==> config.mk <==
export PLATFORM = sky130hd
export DESIGN_NAME = multichannel_tick_pwm_core_flat
export DESIGN_NICKNAME = d
export VERILOG_FILES = /design/src/design/mtpwm_pkg.sv /design/src/design/mtpwm_if.sv /design/src/design/mtpwm_div.sv /design/src/design/multichannel_tick_pwm_core.sv /design/src/flat_wrapper.sv
export SDC_FILE = /design/constraint.sdc
export NUM_CORES = 1
export LEC_CHECK = 0
export ABC_AREA = 1
export CELL_PAD_IN_SITES_DETAIL_PLACEMENT = 0
export CELL_PAD_IN_SITES_GLOBAL_PLACEMENT = 1
export CORE_MARGIN = 2
export CORE_UTILIZATION = 40
export CTS_CLUSTER_DIAMETER = 40
export DETAILED_ROUTE_END_ITERATION = 16
export DONT_BUFFER_PORTS = 1
export PLACE_DENSITY = 0.69
export SLEW_MARGIN = 10
export SYNTH_ARGS = -nofsm -noshare
export SYNTH_HDL_FRONTEND = slang
export SYNTH_SLANG_ARGS = --single-unit
==> constraint.sdc <==
create_clock -name clk_i -period 6.9 [get_ports clk_i]
set_input_delay 1.38 -clock clk_i [delete_from_list [all_inputs] [get_ports clk_i]]
set_output_delay 1.38 -clock clk_i [all_outputs]
set_load 0.005 [all_outputs]
==> src/design/mtpwm_pkg.sv <==
// Shared constants, codes and types of the multichannel tick PWM core.
package mtpwm_pkg;

  localparam int unsigned CHANNELS = 8;
  localparam int unsigned CH_W     = (CHANNELS > 1) ? $clog2(CHANNELS) : 1;
  localparam int unsigned PACK_W   = (CHANNELS > 8) ? CHANNELS : 8;

  localparam int unsigned OP_W     = 2;
  localparam int unsigned VAL_W    = 24;
  localparam int unsigned IDX_W    = 4;
  localparam int unsigned LEVELS_W = 8;
  localparam int unsigned SLOT_W   = 3;
  localparam int unsigned STATUS_W = 3;
  localparam int unsigned STEP_W   = $clog2(VAL_W + 1);

  localparam logic [OP_W-1:0] OP_TICK   = 2'd0;
  localparam logic [OP_W-1:0] OP_ADD    = 2'd1;
  localparam logic [OP_W-1:0] OP_UPDATE = 2'd2;

  localparam logic [STATUS_W-1:0] ST_OK        = 3'd0;
  localparam logic [STATUS_W-1:0] ST_NO_FREE   = 3'd1;
  localparam logic [STATUS_W-1:0] ST_RATE_ZERO = 3'd2;
  localparam logic [STATUS_W-1:0] ST_BAD_INDEX = 3'd3;
  localparam logic [STATUS_W-1:0] ST_FREQ_ZERO = 3'd4;

  typedef enum logic [3:0] {
    S_IDLE = 4'b0001,
    S_TICK = 4'b0010,
    S_DIV  = 4'b0100,
    S_DONE = 4'b1000
  } state_e;

  typedef struct packed {
    logic             start;
    logic [VAL_W-1:0] dividend;
    logic [VAL_W-1:0] divisor;
  } div_req_t;

  typedef struct packed {
    logic             done;
    logic [VAL_W-1:0] quotient;
  } div_rsp_t;

endpackage

==> src/design/mtpwm_if.sv <==
// Channel interfaces of the multichannel tick PWM core.
interface mtpwm_in_if import mtpwm_pkg::*; ();
  logic              valid;
  logic              ready;
  logic [OP_W-1:0]   opcode;
  logic [VAL_W-1:0]  frequency;
  logic [VAL_W-1:0]  duty_ticks;
  logic [IDX_W-1:0]  channel_index;
  modport source (output valid, opcode, frequency, duty_ticks, channel_index, input ready);
  modport sink   (input valid, opcode, frequency, duty_ticks, channel_index, output ready);
endinterface

interface mtpwm_out_if import mtpwm_pkg::*; ();
  logic                valid;
  logic                ready;
  logic [LEVELS_W-1:0] levels;
  logic [SLOT_W-1:0]   assigned_channel;
  logic [STATUS_W-1:0] status;
  modport source (output valid, levels, assigned_channel, status, input ready);
  modport sink   (input valid, levels, assigned_channel, status, output ready);
endinterface

interface mtpwm_cfg_if import mtpwm_pkg::*; ();
  logic             valid;
  logic             ready;
  logic [VAL_W-1:0] data;
  modport source (output valid, data, input ready);
  modport sink   (input valid, data, output ready);
endinterface

==> src/design/mtpwm_div.sv <==
// Restoring divider, one quotient bit per cycle.
module mtpwm_div import mtpwm_pkg::*; (
  input  logic     clk_i,
  input  logic     rst_ni,
  input  div_req_t req_i,
  output div_rsp_t rsp_o
);

  logic [VAL_W-1:0]  rem_q, rem_d;
  logic [VAL_W-1:0]  quo_q, quo_d;
  logic [VAL_W-1:0]  dsr_q;
  logic [STEP_W-1:0] step_q, step_d;
  logic              busy_q, busy_d;
  logic              done_q, done_d;
  logic [VAL_W:0]    trial;
  logic              fits;

  assign trial = {rem_q, quo_q[VAL_W-1]};
  assign fits  = trial >= {1'b0, dsr_q};

  always_comb begin
    rem_d  = rem_q;
    quo_d  = quo_q;
    step_d = step_q;
    busy_d = busy_q;
    done_d = 1'b0;
    if (req_i.start) begin
      rem_d  = '0;
      quo_d  = req_i.dividend;
      step_d = '0;
      busy_d = 1'b1;
    end else if (busy_q) begin
      rem_d  = fits ? VAL_W'(trial - {1'b0, dsr_q}) : trial[VAL_W-1:0];
      quo_d  = {quo_q[VAL_W-2:0], fits};
      step_d = step_q + STEP_W'(1);
      if (step_q == STEP_W'(VAL_W - 1)) begin
        busy_d = 1'b0;
        done_d = 1'b1;
      end
    end
  end

  always_ff @(posedge clk_i or negedge rst_ni) begin
    if (!rst_ni) begin
      busy_q <= 1'b0;
      done_q <= 1'b0;
      step_q <= '0;
    end else begin
      busy_q <= busy_d;
      done_q <= done_d;
      step_q <= step_d;
    end
  end

  always_ff @(posedge clk_i) begin
    rem_q <= rem_d;
    quo_q <= quo_d;
    if (req_i.start) begin
      dsr_q <= req_i.divisor;
    end
  end

  assign rsp_o.done     = done_q;
  assign rsp_o.quotient = quo_q;

endmodule

==> src/design/multichannel_tick_pwm_core.sv <==
// Top level of the multichannel tick PWM core.
//
// in_i carries one command per transfer: tick, add channel or update duty.
// out_o returns exactly one result per command: the packed levels of
// channels 0..7, the channel taken by a successful add and a status code.
// cfg_i writes tick_rate and is always ready; the user must write it only
// while idle; the core does not enforce it. From accept to result valid:
//   tick: one channel per cycle through one update unit
//   add:  through the bit-serial period divider when it succeeds,
//         straight to the result when it fails
//   update and unused opcode: straight to the result
// One command is in work at a time; in_i.ready is high only while idle.
// The next command can be accepted in the cycle after the result is loaded,
// so a new command is never taken before the last one is through.
// The result sits in an output register, so the next command is accepted
// while it waits; a stalled receiver holds the core in its final step only
// when a second result is ready before the first is taken.
// Reset frees every channel, drives every level low and clears tick_rate.
module multichannel_tick_pwm_core import mtpwm_pkg::*; (
  input  logic        clk_i,
  input  logic        rst_ni,
  mtpwm_in_if.sink    in_i,
  mtpwm_out_if.source out_o,
  mtpwm_cfg_if.sink   cfg_i
);

  state_e state_q, state_d;

  logic [VAL_W-1:0]    tick_rate_q;
  logic [CHANNELS-1:0] active_q;
  logic [CHANNELS-1:0] level_q;
  logic [VAL_W-1:0]    period_q [CHANNELS];
  logic [VAL_W-1:0]    duty_q   [CHANNELS];
  logic [VAL_W-1:0]    count_q  [CHANNELS];

  logic [CH_W-1:0]     ch_q;
  logic [CH_W-1:0]     slot_q;
  logic [VAL_W-1:0]    add_duty_q;
  logic [STATUS_W-1:0] res_status_q;
  logic [SLOT_W-1:0]   res_slot_q;

  logic                out_valid_q;
  logic [LEVELS_W-1:0] out_levels_q;
  logic [SLOT_W-1:0]   out_slot_q;
  logic [STATUS_W-1:0] out_status_q;

  div_req_t div_req;
  div_rsp_t div_rsp;

  logic              in_xfer;
  logic              free_found;
  logic [CH_W-1:0]   free_idx;
  logic [5:0]        idx_ext;
  logic              idx_ok;
  logic [CH_W-1:0]   upd_idx;
  logic              out_load;
  logic [PACK_W-1:0] pack_full;

  logic [VAL_W-1:0] t_inc;
  logic             t_wrap;
  logic [VAL_W-1:0] t_cnt;
  logic             t_lvl;
  logic [VAL_W-1:0] per;
  logic [VAL_W-1:0] clamp_duty;

  mtpwm_div u_div (
    .clk_i (clk_i),
    .rst_ni(rst_ni),
    .req_i (div_req),
    .rsp_o (div_rsp)
  );

  assign in_i.ready  = (state_q == S_IDLE);
  assign cfg_i.ready = 1'b1;
  assign in_xfer     = in_i.valid && in_i.ready;

  always_comb begin
    free_found = 1'b0;
    free_idx   = '0;
    for (int c = CHANNELS - 1; c >= 0; c--) begin
      if (!active_q[c]) begin
        free_found = 1'b1;
        free_idx   = CH_W'(c);
      end
    end
  end

  assign idx_ext = 6'(in_i.channel_index);
  assign idx_ok  = idx_ext < 6'(CHANNELS);
  assign upd_idx = CH_W'(in_i.channel_index);

  assign t_inc  = count_q[ch_q] + VAL_W'(1);
  assign t_wrap = t_inc >= period_q[ch_q];
  assign t_cnt  = t_wrap ? '0 : t_inc;
  always_comb begin
    t_lvl = t_wrap ? (duty_q[ch_q] != '0) : level_q[ch_q];
    if ((duty_q[ch_q] != '0) && (t_cnt >= duty_q[ch_q])) begin
      t_lvl = 1'b0;
    end
  end

  assign per        = div_rsp.quotient;
  assign clamp_duty = (add_duty_q > per) ? per : add_duty_q;

  assign div_req.start    = in_xfer && (in_i.opcode == OP_ADD) && free_found &&
                            (tick_rate_q != '0) && (in_i.frequency != '0);
  assign div_req.dividend = tick_rate_q;
  assign div_req.divisor  = in_i.frequency;

  assign out_load  = (state_q == S_DONE) && (!out_valid_q || out_o.ready);
  assign pack_full = PACK_W'(active_q & level_q);

  always_comb begin
    state_d = state_q;
    case (state_q)
      S_IDLE: begin
        if (in_xfer) begin
          if (in_i.opcode == OP_TICK) begin
            state_d = S_TICK;
          end else if (div_req.start) begin
            state_d = S_DIV;
          end else begin
            state_d = S_DONE;
          end
        end
      end
      S_TICK: begin
        if (ch_q == CH_W'(CHANNELS - 1)) begin
          state_d = S_DONE;
        end
      end
      S_DIV: begin
        if (div_rsp.done) begin
          state_d = S_DONE;
        end
      end
      S_DONE: begin
        if (out_load) begin
          state_d = S_IDLE;
        end
      end
      default: state_d = S_IDLE;
    endcase
  end

  always_ff @(posedge clk_i or negedge rst_ni) begin
    if (!rst_ni) begin
      state_q     <= S_IDLE;
      tick_rate_q <= '0;
      active_q    <= '0;
      level_q     <= '0;
      out_valid_q <= 1'b0;
      ch_q        <= '0;
    end else begin
      state_q <= state_d;
      if (cfg_i.valid && cfg_i.ready) begin
        tick_rate_q <= cfg_i.data;
      end
      if (in_xfer) begin
        ch_q <= '0;
      end else if (state_q == S_TICK) begin
        ch_q <= ch_q + CH_W'(1);
        if (active_q[ch_q]) begin
          level_q[ch_q] <= t_lvl;
        end
      end
      if ((state_q == S_DIV) && div_rsp.done) begin
        active_q[slot_q] <= 1'b1;
        level_q[slot_q]  <= (per != '0) && (clamp_duty != '0);
      end
      if (out_load) begin
        out_valid_q <= 1'b1;
      end else if (out_o.ready) begin
        out_valid_q <= 1'b0;
      end
    end
  end

  always_ff @(posedge clk_i) begin
    if (in_xfer) begin
      slot_q       <= free_idx;
      add_duty_q   <= in_i.duty_ticks;
      res_status_q <= ST_OK;
      res_slot_q   <= '0;
      case (in_i.opcode)
        OP_ADD: begin
          if (!free_found) begin
            res_status_q <= ST_NO_FREE;
          end else if (tick_rate_q == '0) begin
            res_status_q <= ST_RATE_ZERO;
          end else if (in_i.frequency == '0) begin
            res_status_q <= ST_FREQ_ZERO;
          end else begin
            res_slot_q <= SLOT_W'(free_idx);
          end
        end
        OP_UPDATE: begin
          if (idx_ok) begin
            duty_q[upd_idx] <= in_i.duty_ticks;
          end else begin
            res_status_q <= ST_BAD_INDEX;
          end
        end
        default: ;
      endcase
    end
    if ((state_q == S_TICK) && active_q[ch_q]) begin
      count_q[ch_q] <= t_cnt;
    end
    if ((state_q == S_DIV) && div_rsp.done) begin
      period_q[slot_q] <= per;
      duty_q[slot_q]   <= clamp_duty;
      count_q[slot_q]  <= '0;
    end
    if (out_load) begin
      out_levels_q <= pack_full[LEVELS_W-1:0];
      out_slot_q   <= res_slot_q;
      out_status_q <= res_status_q;
    end
  end

  assign out_o.valid            = out_valid_q;
  assign out_o.levels           = out_levels_q;
  assign out_o.assigned_channel = out_slot_q;
  assign out_o.status           = out_status_q;

endmodule
==> src/flat_wrapper.sv <==
// flat-port wrapper written by rule: the top's interface ports become plain ports
module multichannel_tick_pwm_core_flat import mtpwm_pkg::*;
  (clk_i, rst_ni, in_i_valid, in_i_opcode, in_i_frequency, in_i_duty_ticks, in_i_channel_index, in_i_ready, out_o_valid, out_o_levels, out_o_assigned_channel, out_o_status, out_o_ready, cfg_i_valid, cfg_i_data, cfg_i_ready);
  mtpwm_in_if in_i_i ();
  mtpwm_out_if out_o_i ();
  mtpwm_cfg_if cfg_i_i ();
  input  logic clk_i;
  input  logic rst_ni;
  input wire logic [$bits(in_i_i.valid)-1:0] in_i_valid;
  input wire logic [$bits(in_i_i.opcode)-1:0] in_i_opcode;
  input wire logic [$bits(in_i_i.frequency)-1:0] in_i_frequency;
  input wire logic [$bits(in_i_i.duty_ticks)-1:0] in_i_duty_ticks;
  input wire logic [$bits(in_i_i.channel_index)-1:0] in_i_channel_index;
  output wire logic [$bits(in_i_i.ready)-1:0] in_i_ready;
  output wire logic [$bits(out_o_i.valid)-1:0] out_o_valid;
  output wire logic [$bits(out_o_i.levels)-1:0] out_o_levels;
  output wire logic [$bits(out_o_i.assigned_channel)-1:0] out_o_assigned_channel;
  output wire logic [$bits(out_o_i.status)-1:0] out_o_status;
  input wire logic [$bits(out_o_i.ready)-1:0] out_o_ready;
  input wire logic [$bits(cfg_i_i.valid)-1:0] cfg_i_valid;
  input wire logic [$bits(cfg_i_i.data)-1:0] cfg_i_data;
  output wire logic [$bits(cfg_i_i.ready)-1:0] cfg_i_ready;
  assign in_i_i.valid = in_i_valid;
  assign in_i_i.opcode = in_i_opcode;
  assign in_i_i.frequency = in_i_frequency;
  assign in_i_i.duty_ticks = in_i_duty_ticks;
  assign in_i_i.channel_index = in_i_channel_index;
  assign in_i_ready = in_i_i.ready;
  assign out_o_valid = out_o_i.valid;
  assign out_o_levels = out_o_i.levels;
  assign out_o_assigned_channel = out_o_i.assigned_channel;
  assign out_o_status = out_o_i.status;
  assign out_o_i.ready = out_o_ready;
  assign cfg_i_i.valid = cfg_i_valid;
  assign cfg_i_i.data = cfg_i_data;
  assign cfg_i_ready = cfg_i_i.ready;
  multichannel_tick_pwm_core u_core (.clk_i(clk_i), .rst_ni(rst_ni), .in_i(in_i_i), .out_o(out_o_i), .cfg_i(cfg_i_i));
endmodule
==> results.json, run 1 <==
{
  "place.gp.congestion": 0.9235,
  "synth_compound_area_share_pct": 8.360,
  "path_class": "register to register",
  "dieArea_um2": 86940,
  "powerDensity_nw_per_um2": 502.4,
  "drive_above_1_share_pct": 9.417,
  "clk_pin_slew_ns": 0.06,
  "fin_crit_sh_pct": 93.54,
  "start_kind": "register",
  "grt_pass1_vias": 23610,
  "start_util_pct": 40.43,
  "max_freq_mhz": 154.9,
  "synth_top_cell_area_share_pct": 59.55,
  "coreArea_um2": 83690,
  "relSlewSlack_pct": 24.74,
  "synth_xor_area_share_pct": 0.7506,
  "fin_crit_ns": 6.454,
  "drt_iter0_drc": 1852,
  "slew_viol_final": 0,
  "irDropWorstVdd_v": 0.0003421,
  "yosysMostFrequentCell": "nand2_1",
  "synth_common_cells": "nand2_1 (785), edfxtp_1 (671), nor2_1 (355), inv_1 (303), o21ai_0 (229)",
  "p_leak_uw": 0.01526,
  "cts-htree-levels": 3,
  "routed_wl_um": 100800,
  "grt_overflow_total": 0,
  "cp_num_buf_inv": 5,
  "r2r-end": "u_core.level_q[7]",
  "cts_hold_buf": 0,
  "rsz0062_at_grt": "false",
  "die_w_um": 294.9,
  "synth-simple-area-share_pct": 16.52,
  "hold_slack_ns": 0.3490,
  "async_flop_share_pct": 7.333,
  "yosysUniqueCellTypes": 60,
  "boundaryPins": 100,
  "vias_per_cell": 5.320,
  "cp_slowest_cell": "dfrtp_1",
  "yosysWarnings": 0,
  "antenna_found_initial": 0,
  "synth_ff_type": "edfxtp_1",
  "max_stage_delay_ns": 0.61,
  "die-height_um": 294.9,
  "crit_family": "simple AND/OR/NAND/NOR gates",
  "hold_path_class": "input port to asynchronous set/reset pin",
  "tns_ns": 0,
  "post_cts_buffers": 0,
  "drc": 0,
  "synth_top_family_by_area": "simple AND/OR/NAND/NOR gates",
  "drt-pass1-iter-count": 7,
  "clock_sinks": 750,
  "dr_total_vias": 23670,
  "ys_seq_area_share_pct": 65.04,
  "crit_fanout": 36,
  "rr_startpoint": "u_core.ch_q[1]",
  "synth_seq_cells": 750,
  "setup_violations": 0,
  "hold_viol_final": 0,
  "syn-mean-instance-area_um2": 10.67,
  "nets": 3408,
  "route.detailed.wl_per_inst_um": 22.66,
  "syn_nets": 3359,
  "port_buffers": 0,
  "synth.area.top_cells": "edfxtp_1 (60%), nand2_1 (8.7%), dfrtp_1 (4.0%), nor2_1 (3.9%), ha_1 (3.8%)",
  "tritoncts": "built",
  "r2r_cells": 30,
  "area_growth_pct": 15.61,
  "synthesis.area_um2": 33840,
  "tightest_slew_ns": 1.129,
  "clock-skew-final_ns": 0.1003,
  "synth_edf_count": 671,
  "arrival_ns": 7.02,
  "cts_max_path_buffers": 3,
  "syn_inst": 3172,
  "grt_pass1_wl_um": 149400,
  "reg2reg_slack_ns": 0.45,
  "numCtsBuffers": 108,
  "cp.required_ns": 7.47,
  "grt_max_degree": 76,
  "cp_common_cell": "nand2_1",
  "status": "complete, no violations",
  "end_kind": "register",
  "ant_nets": 0,
  "yosys-mux-area-fraction_pct": 0.2330,
  "cap_violations": 0,
  "cts-resized-gates": 0,
  "dp_hpwl_um": 66730,
  "num_rows": 106,
  "clk_latency_ns": 0.73,
  "synth_fa_ha_area_share_pct": 3.868,
  "synth_top_area_cell": "edfxtp_1",
  "groute.usage.overall_pct": 23.31,
  "root_buffer": "clkbuf_16"
}
## cells in the final DEF, fill, tap and decap left out, drive strengths merged, types with 19 or more instances in the layout
cell / n
nor3: 43
dfrtp: 54
bufinv: 19
clkbuf: 122
nand3: 95
nand2: 791
inv: 326
o21ai: 244
nor2: 364
clkinv: 42
o211ai: 41
nand4: 40
dfxtp: 24
a21oi: 107
ha: 103
buf: 57
edfxtp: 671
## logic make-up after synthesis
logic type | count (synthesis)
buffers and inverters | 430
AO/OA/AOI/OAI | 483
flip-flops | 750
other | 1
XOR/XNOR | 29
multiplexers | 7
adder cells (fa/ha/maj) | 104
AND/OR/NAND/NOR | 1368
## worst max-delay path by stage
stage | from | to | slack [ns] | depth (start not counted)
after floorplan | u_core.ch_q[2] | u_core.level_q[2] | 2.10 | 34
after global placement | u_core.ch_q[2] | u_core.level_q[7] | 0.47 | 34
after detailed placement | u_core.ch_q[1] | u_core.level_q[7] | 0.45 | 30
after CTS | u_core.ch_q[1] | u_core.level_q[7] | 0.46 | 30
after global routing | u_core.ch_q[1] | u_core.level_q[0] | 0.03 | 32
final | u_core.ch_q[1] | u_core.level_q[7] | 0.45 | 30
## cell type report
cell class	count	area [um2]
inverters	312	1175
fillers	7660	44570
well taps	1134	1419
clock buffers	122	2765
multi-input cells	1992	10170
repair buffers	57	427.9
flip-flops and latches	750	22010
clock inverters	80	1145
diodes	1	2.502
## flip-flops by register name, indices dropped and copies added (netlist names), 4 cells and up
register	flops
u_core.state_q	4
u_core.out_o.levels	8
u_core.u_div.rem_q	24
u_core.active_q	8
u_core.level_q	8
u_core.period_q	192
u_core.u_div.quo_q	24
u_core.u_div.step_q	5
u_core.tick_rate_q	24
u_core.count_q	192
u_core.add_duty_q	24
u_core.duty_q	192
u_core.u_div.dsr_q	24
## report_power, final
group	leakage, uW	internal, uW	switching, uW
Clock	0.00189	3660	2180
Sequential	0.00701	6100	485
Combinational	0.00636	2050	5190
Total	0.0153	11800	7850
## worst register-to-register path, delay by kind of cell, from the launching register on
family,cells,cell delay [ns]
flops,1,0.61
simple gates,17,3.13
fa+ha+maj,2,0.62
buf+inv,5,1.27
compound gates,6,0.72
## routing by layer
| metal | up-vias | global-route usage, % | share of wire, % |
|---|---|---|---|
| met5 | - | 0 | 0 |
| met4 | 0 | 8.711 | 3.8 |
| met3 | 185 | 4.411 | 6.2 |
| met2 | 789 | 38.57 | 47 |
| met1 | 11640 | 30.45 | 43 |
| li1 | 11050 | - | - |
## metrics by stage
step	worst slack (ns)	power, uW	std cells	area, um2	util (%)
2_1_floorplan	2.099	11170	3172	33840	-
3_5_place_dp	0.4462	13870	4245	35210	42.07
4_1_cts	0.4649	19720	4447	39120	46.74
5_1_grt	0.03335	20790	4447	39120	46.74
6_report	0.4460	19650	4448	39120	46.75
3_3_place_gp	0.4660	13720	4245	35200	42.06
Power figures use the tool's default switching activity.
==> inputs of run 2 (changes only) <==
- PLACE_DENSITY: 0.69 -> 0.71
==> run 2 against run 1 <==
  * Sequential power barely moved
  * Clock skew shrank 0.077 ns
  * Flip-flop and latch count did not move
  * Core utilization decreased by 0.24 points
  * Maximum frequency grew 4.8%
  * Non-clock buffer count increased by 5
  * Clock-buffer cell count is 1 higher
  * Critical endpoint is now u_core.level_q[1]
  * Largest cell class unchanged
==> results.json, run 2 (same netlist as run 1, synthesis figures left out) <==
{
  "die_w_um": 294.9,
  "internal-power_uw": 11470,
  "grt_max_degree": 90,
  "final_util_pct": 46.51,
  "final_cell_mix": "nand2_1 (784), edfxtp_1 (671), nor2_1 (332)",
  "root_buffer": "clkbuf_16",
  "multi_input_area_um2": 10170,
  "clock_sinks": 750,
  "hold_path_class": "input port to asynchronous set/reset pin",
  "fin_crit_sh_pct": 89.25,
  "powerDensity_nw_per_um2": 489.5,
  "vias_per_cell": 5.222,
  "slew_viol_final": 0,
  "fin_crit_ns": 6.158,
  "numCtsBuffers": 103,
  "place.gp.congestion": 0.8893,
  "clk_pin_slew_ns": 0.06,
  "status": "complete, no violations",
  "grt_overflow_total": 0,
  "cp.required_ns": 7.43,
  "cp_slowest_cell": "dfrtp_1",
  "seq_power_share_pct": 34.6,
  "tritoncts": "built",
  "tns_ns": 0,
  "max_stage_delay_ns": 0.62,
  "place_inst": 4245,
  "max_freq_mhz": 162.4,
  "diodes": 0,
  "cts_hold_buf": 0,
  "nets": 3409,
  "hold_viol_final": 0,
  "start_kind": "register",
  "dr_total_vias": 23220,
  "power_switching_uw": 7578,
  "grt_pass1_wl_um": 142500,
  "cts_max_path_buffers": 3,
  "grt_pass1_vias": 22490,
  "rsz0062_at_grt": "false",
  "cts-htree-levels": 3,
  "end_kind": "register",
  "num_rows": 106,
  "rr_startpoint": "u_core.ch_q[2]",
  "cap_violations": 0,
  "drc": 0,
  "groute.usage.overall_pct": 22.05,
  "relSlewSlack_pct": 18.70,
  "top_regs": "u_core.count_q (192), u_core.duty_q (192), u_core.period_q (192)",
  "tightest_slew_ns": 1.213,
  "drt-pass1-iter-count": 5,
  "coreArea_um2": 83690,
  "p_leak_uw": 0.01517,
  "drive_above_1_share_pct": 9.390,
  "cp_common_cell": "nand2_1",
  "p_comb_share_pct": 36.7,
  "port_buffers": 0,
  "p_sw_share_pct": 39.78,
  "worstSetupStartpoint": "u_core.ch_q[2]",
  "ant_nets": 0,
  "setup_violations": 0,
  "clk_latency_ns": 0.66,
  "hold_slack_ns": 0.4157,
  "antenna_found_initial": 0,
  "final_area_um2": 38920,
  "clock-skew-final_ns": 0.02280,
  "dp_hpwl_um": 62000,
  "start_util_pct": 40.43,
  "dieArea_um2": 86940,
  "path_class": "register to register",
  "crit_fanout": 22,
  "drt_iter0_drc": 1830,
  "arrival_ns": 6.69,
  "route.detailed.wl_per_inst_um": 21.50,
  "finalNonFillerCells": 4446,
  "final_common_cell": "nand2_1",
  "irDropWorstVdd_v": 0.0002708,
  "p_clk_share_pct": 28.7,
  "place_area_um2": 35220,
  "area_growth_pct": 15.03,
  "die-height_um": 294.9,
  "routed_wl_um": 95570,
  "final-seq-area_um2": 22010,
  "fillCellCount": 7766,
  "boundaryPins": 100
}
[run 2: cell count changes in the layout (fill, tap and decap cells not counted), sizes merged]
cell	previous run	this run
clkbuf	122	123
diode	1	0
bufinv	19	11
buf	57	62
nor2	364	365
[run 2: path summary, 6_finish.rpt]
path                                               endpoint  slack (ns)  cells after the start
setup reg to reg                          u_core.level_q[1]        0.74                     35
hold reg to reg            u_core.out_o.assigned_channel[1]        0.43                      0
setup / recovery                          u_core.level_q[1]        0.74                     35
hold / removal                       u_core.tick_rate_q[15]        0.42                      0
max in group asynchronous                 u_core.state_q[0]        6.28                      0
min in group clk_i         u_core.out_o.assigned_channel[1]        0.43                      0
[run 2: per-stage QoR]
| step | total power, uW | setup WS, ns |
|---|---|---|
| 3_5_place_dp | 13640 | 0.7036 |
| 5_1_grt | 20270 | 0.02977 |
| 4_1_cts | 19120 | 0.6484 |
| 6_report | 19050 | 0.7417 |
| 2_1_floorplan | 11170 | 2.099 |
| 3_3_place_gp | 13600 | 0.7242 |
[run 2: critical path, delay by kind of cell, from the launching register on]
kind,cells,cell delay [ns]
and+or+nand+nor,22,2.97
buffers and inverters,8,1.53
adders and majority gates,2,0.63
DFF,1,0.62
AOI/OAI and AO/OA,3,0.29
[run 2: repair_timing]
item | in CTS | in global routing
endpoints found under the setup margin | 0 | 8
setup buffers | 0 | 5
gates resized for setup | 0 | 3
endpoints found under the hold margin | 0 | 0
[run 2: layout make-up]
| cell class | instances | share of cell area, % |
|---|---|---|
| inverter | 312 | 3.022 |
| clock buffer | 123 | 7.056 |
| clock inverter | 72 | 2.302 |
| sequential | 750 | 56.55 |
| tap | 1134 | 3.645 |
| multi-input combinational | 1993 | 26.13 |
| timing repair buffer | 62 | 1.292 |
[run 2: power by group through the flow]
stage / registers (uW) / logic (uW) / clock network [uW]
4_1_cts: 6570 / 7020 / 5530
5_1_grt: 6630 / 7920 / 5730
3_5_place_dp: 6650 / 6990 / 0
3_3_place_gp: 6650 / 6950 / 0
2_1_floorplan: 6390 / 4790 / 0
6_report: 6590 / 7000 / 5460
[run 2: layer usage]
layer / part of all wire (%) / track usage, % / wire length (um)
met2: 48 / 37.19 / 46170
met4: 1.6 / 4.430 / 1547
met3: 5.9 / 2.994 / 5645
met1: 44 / 30.45 / 42210
met5: 0 / 0 / 0
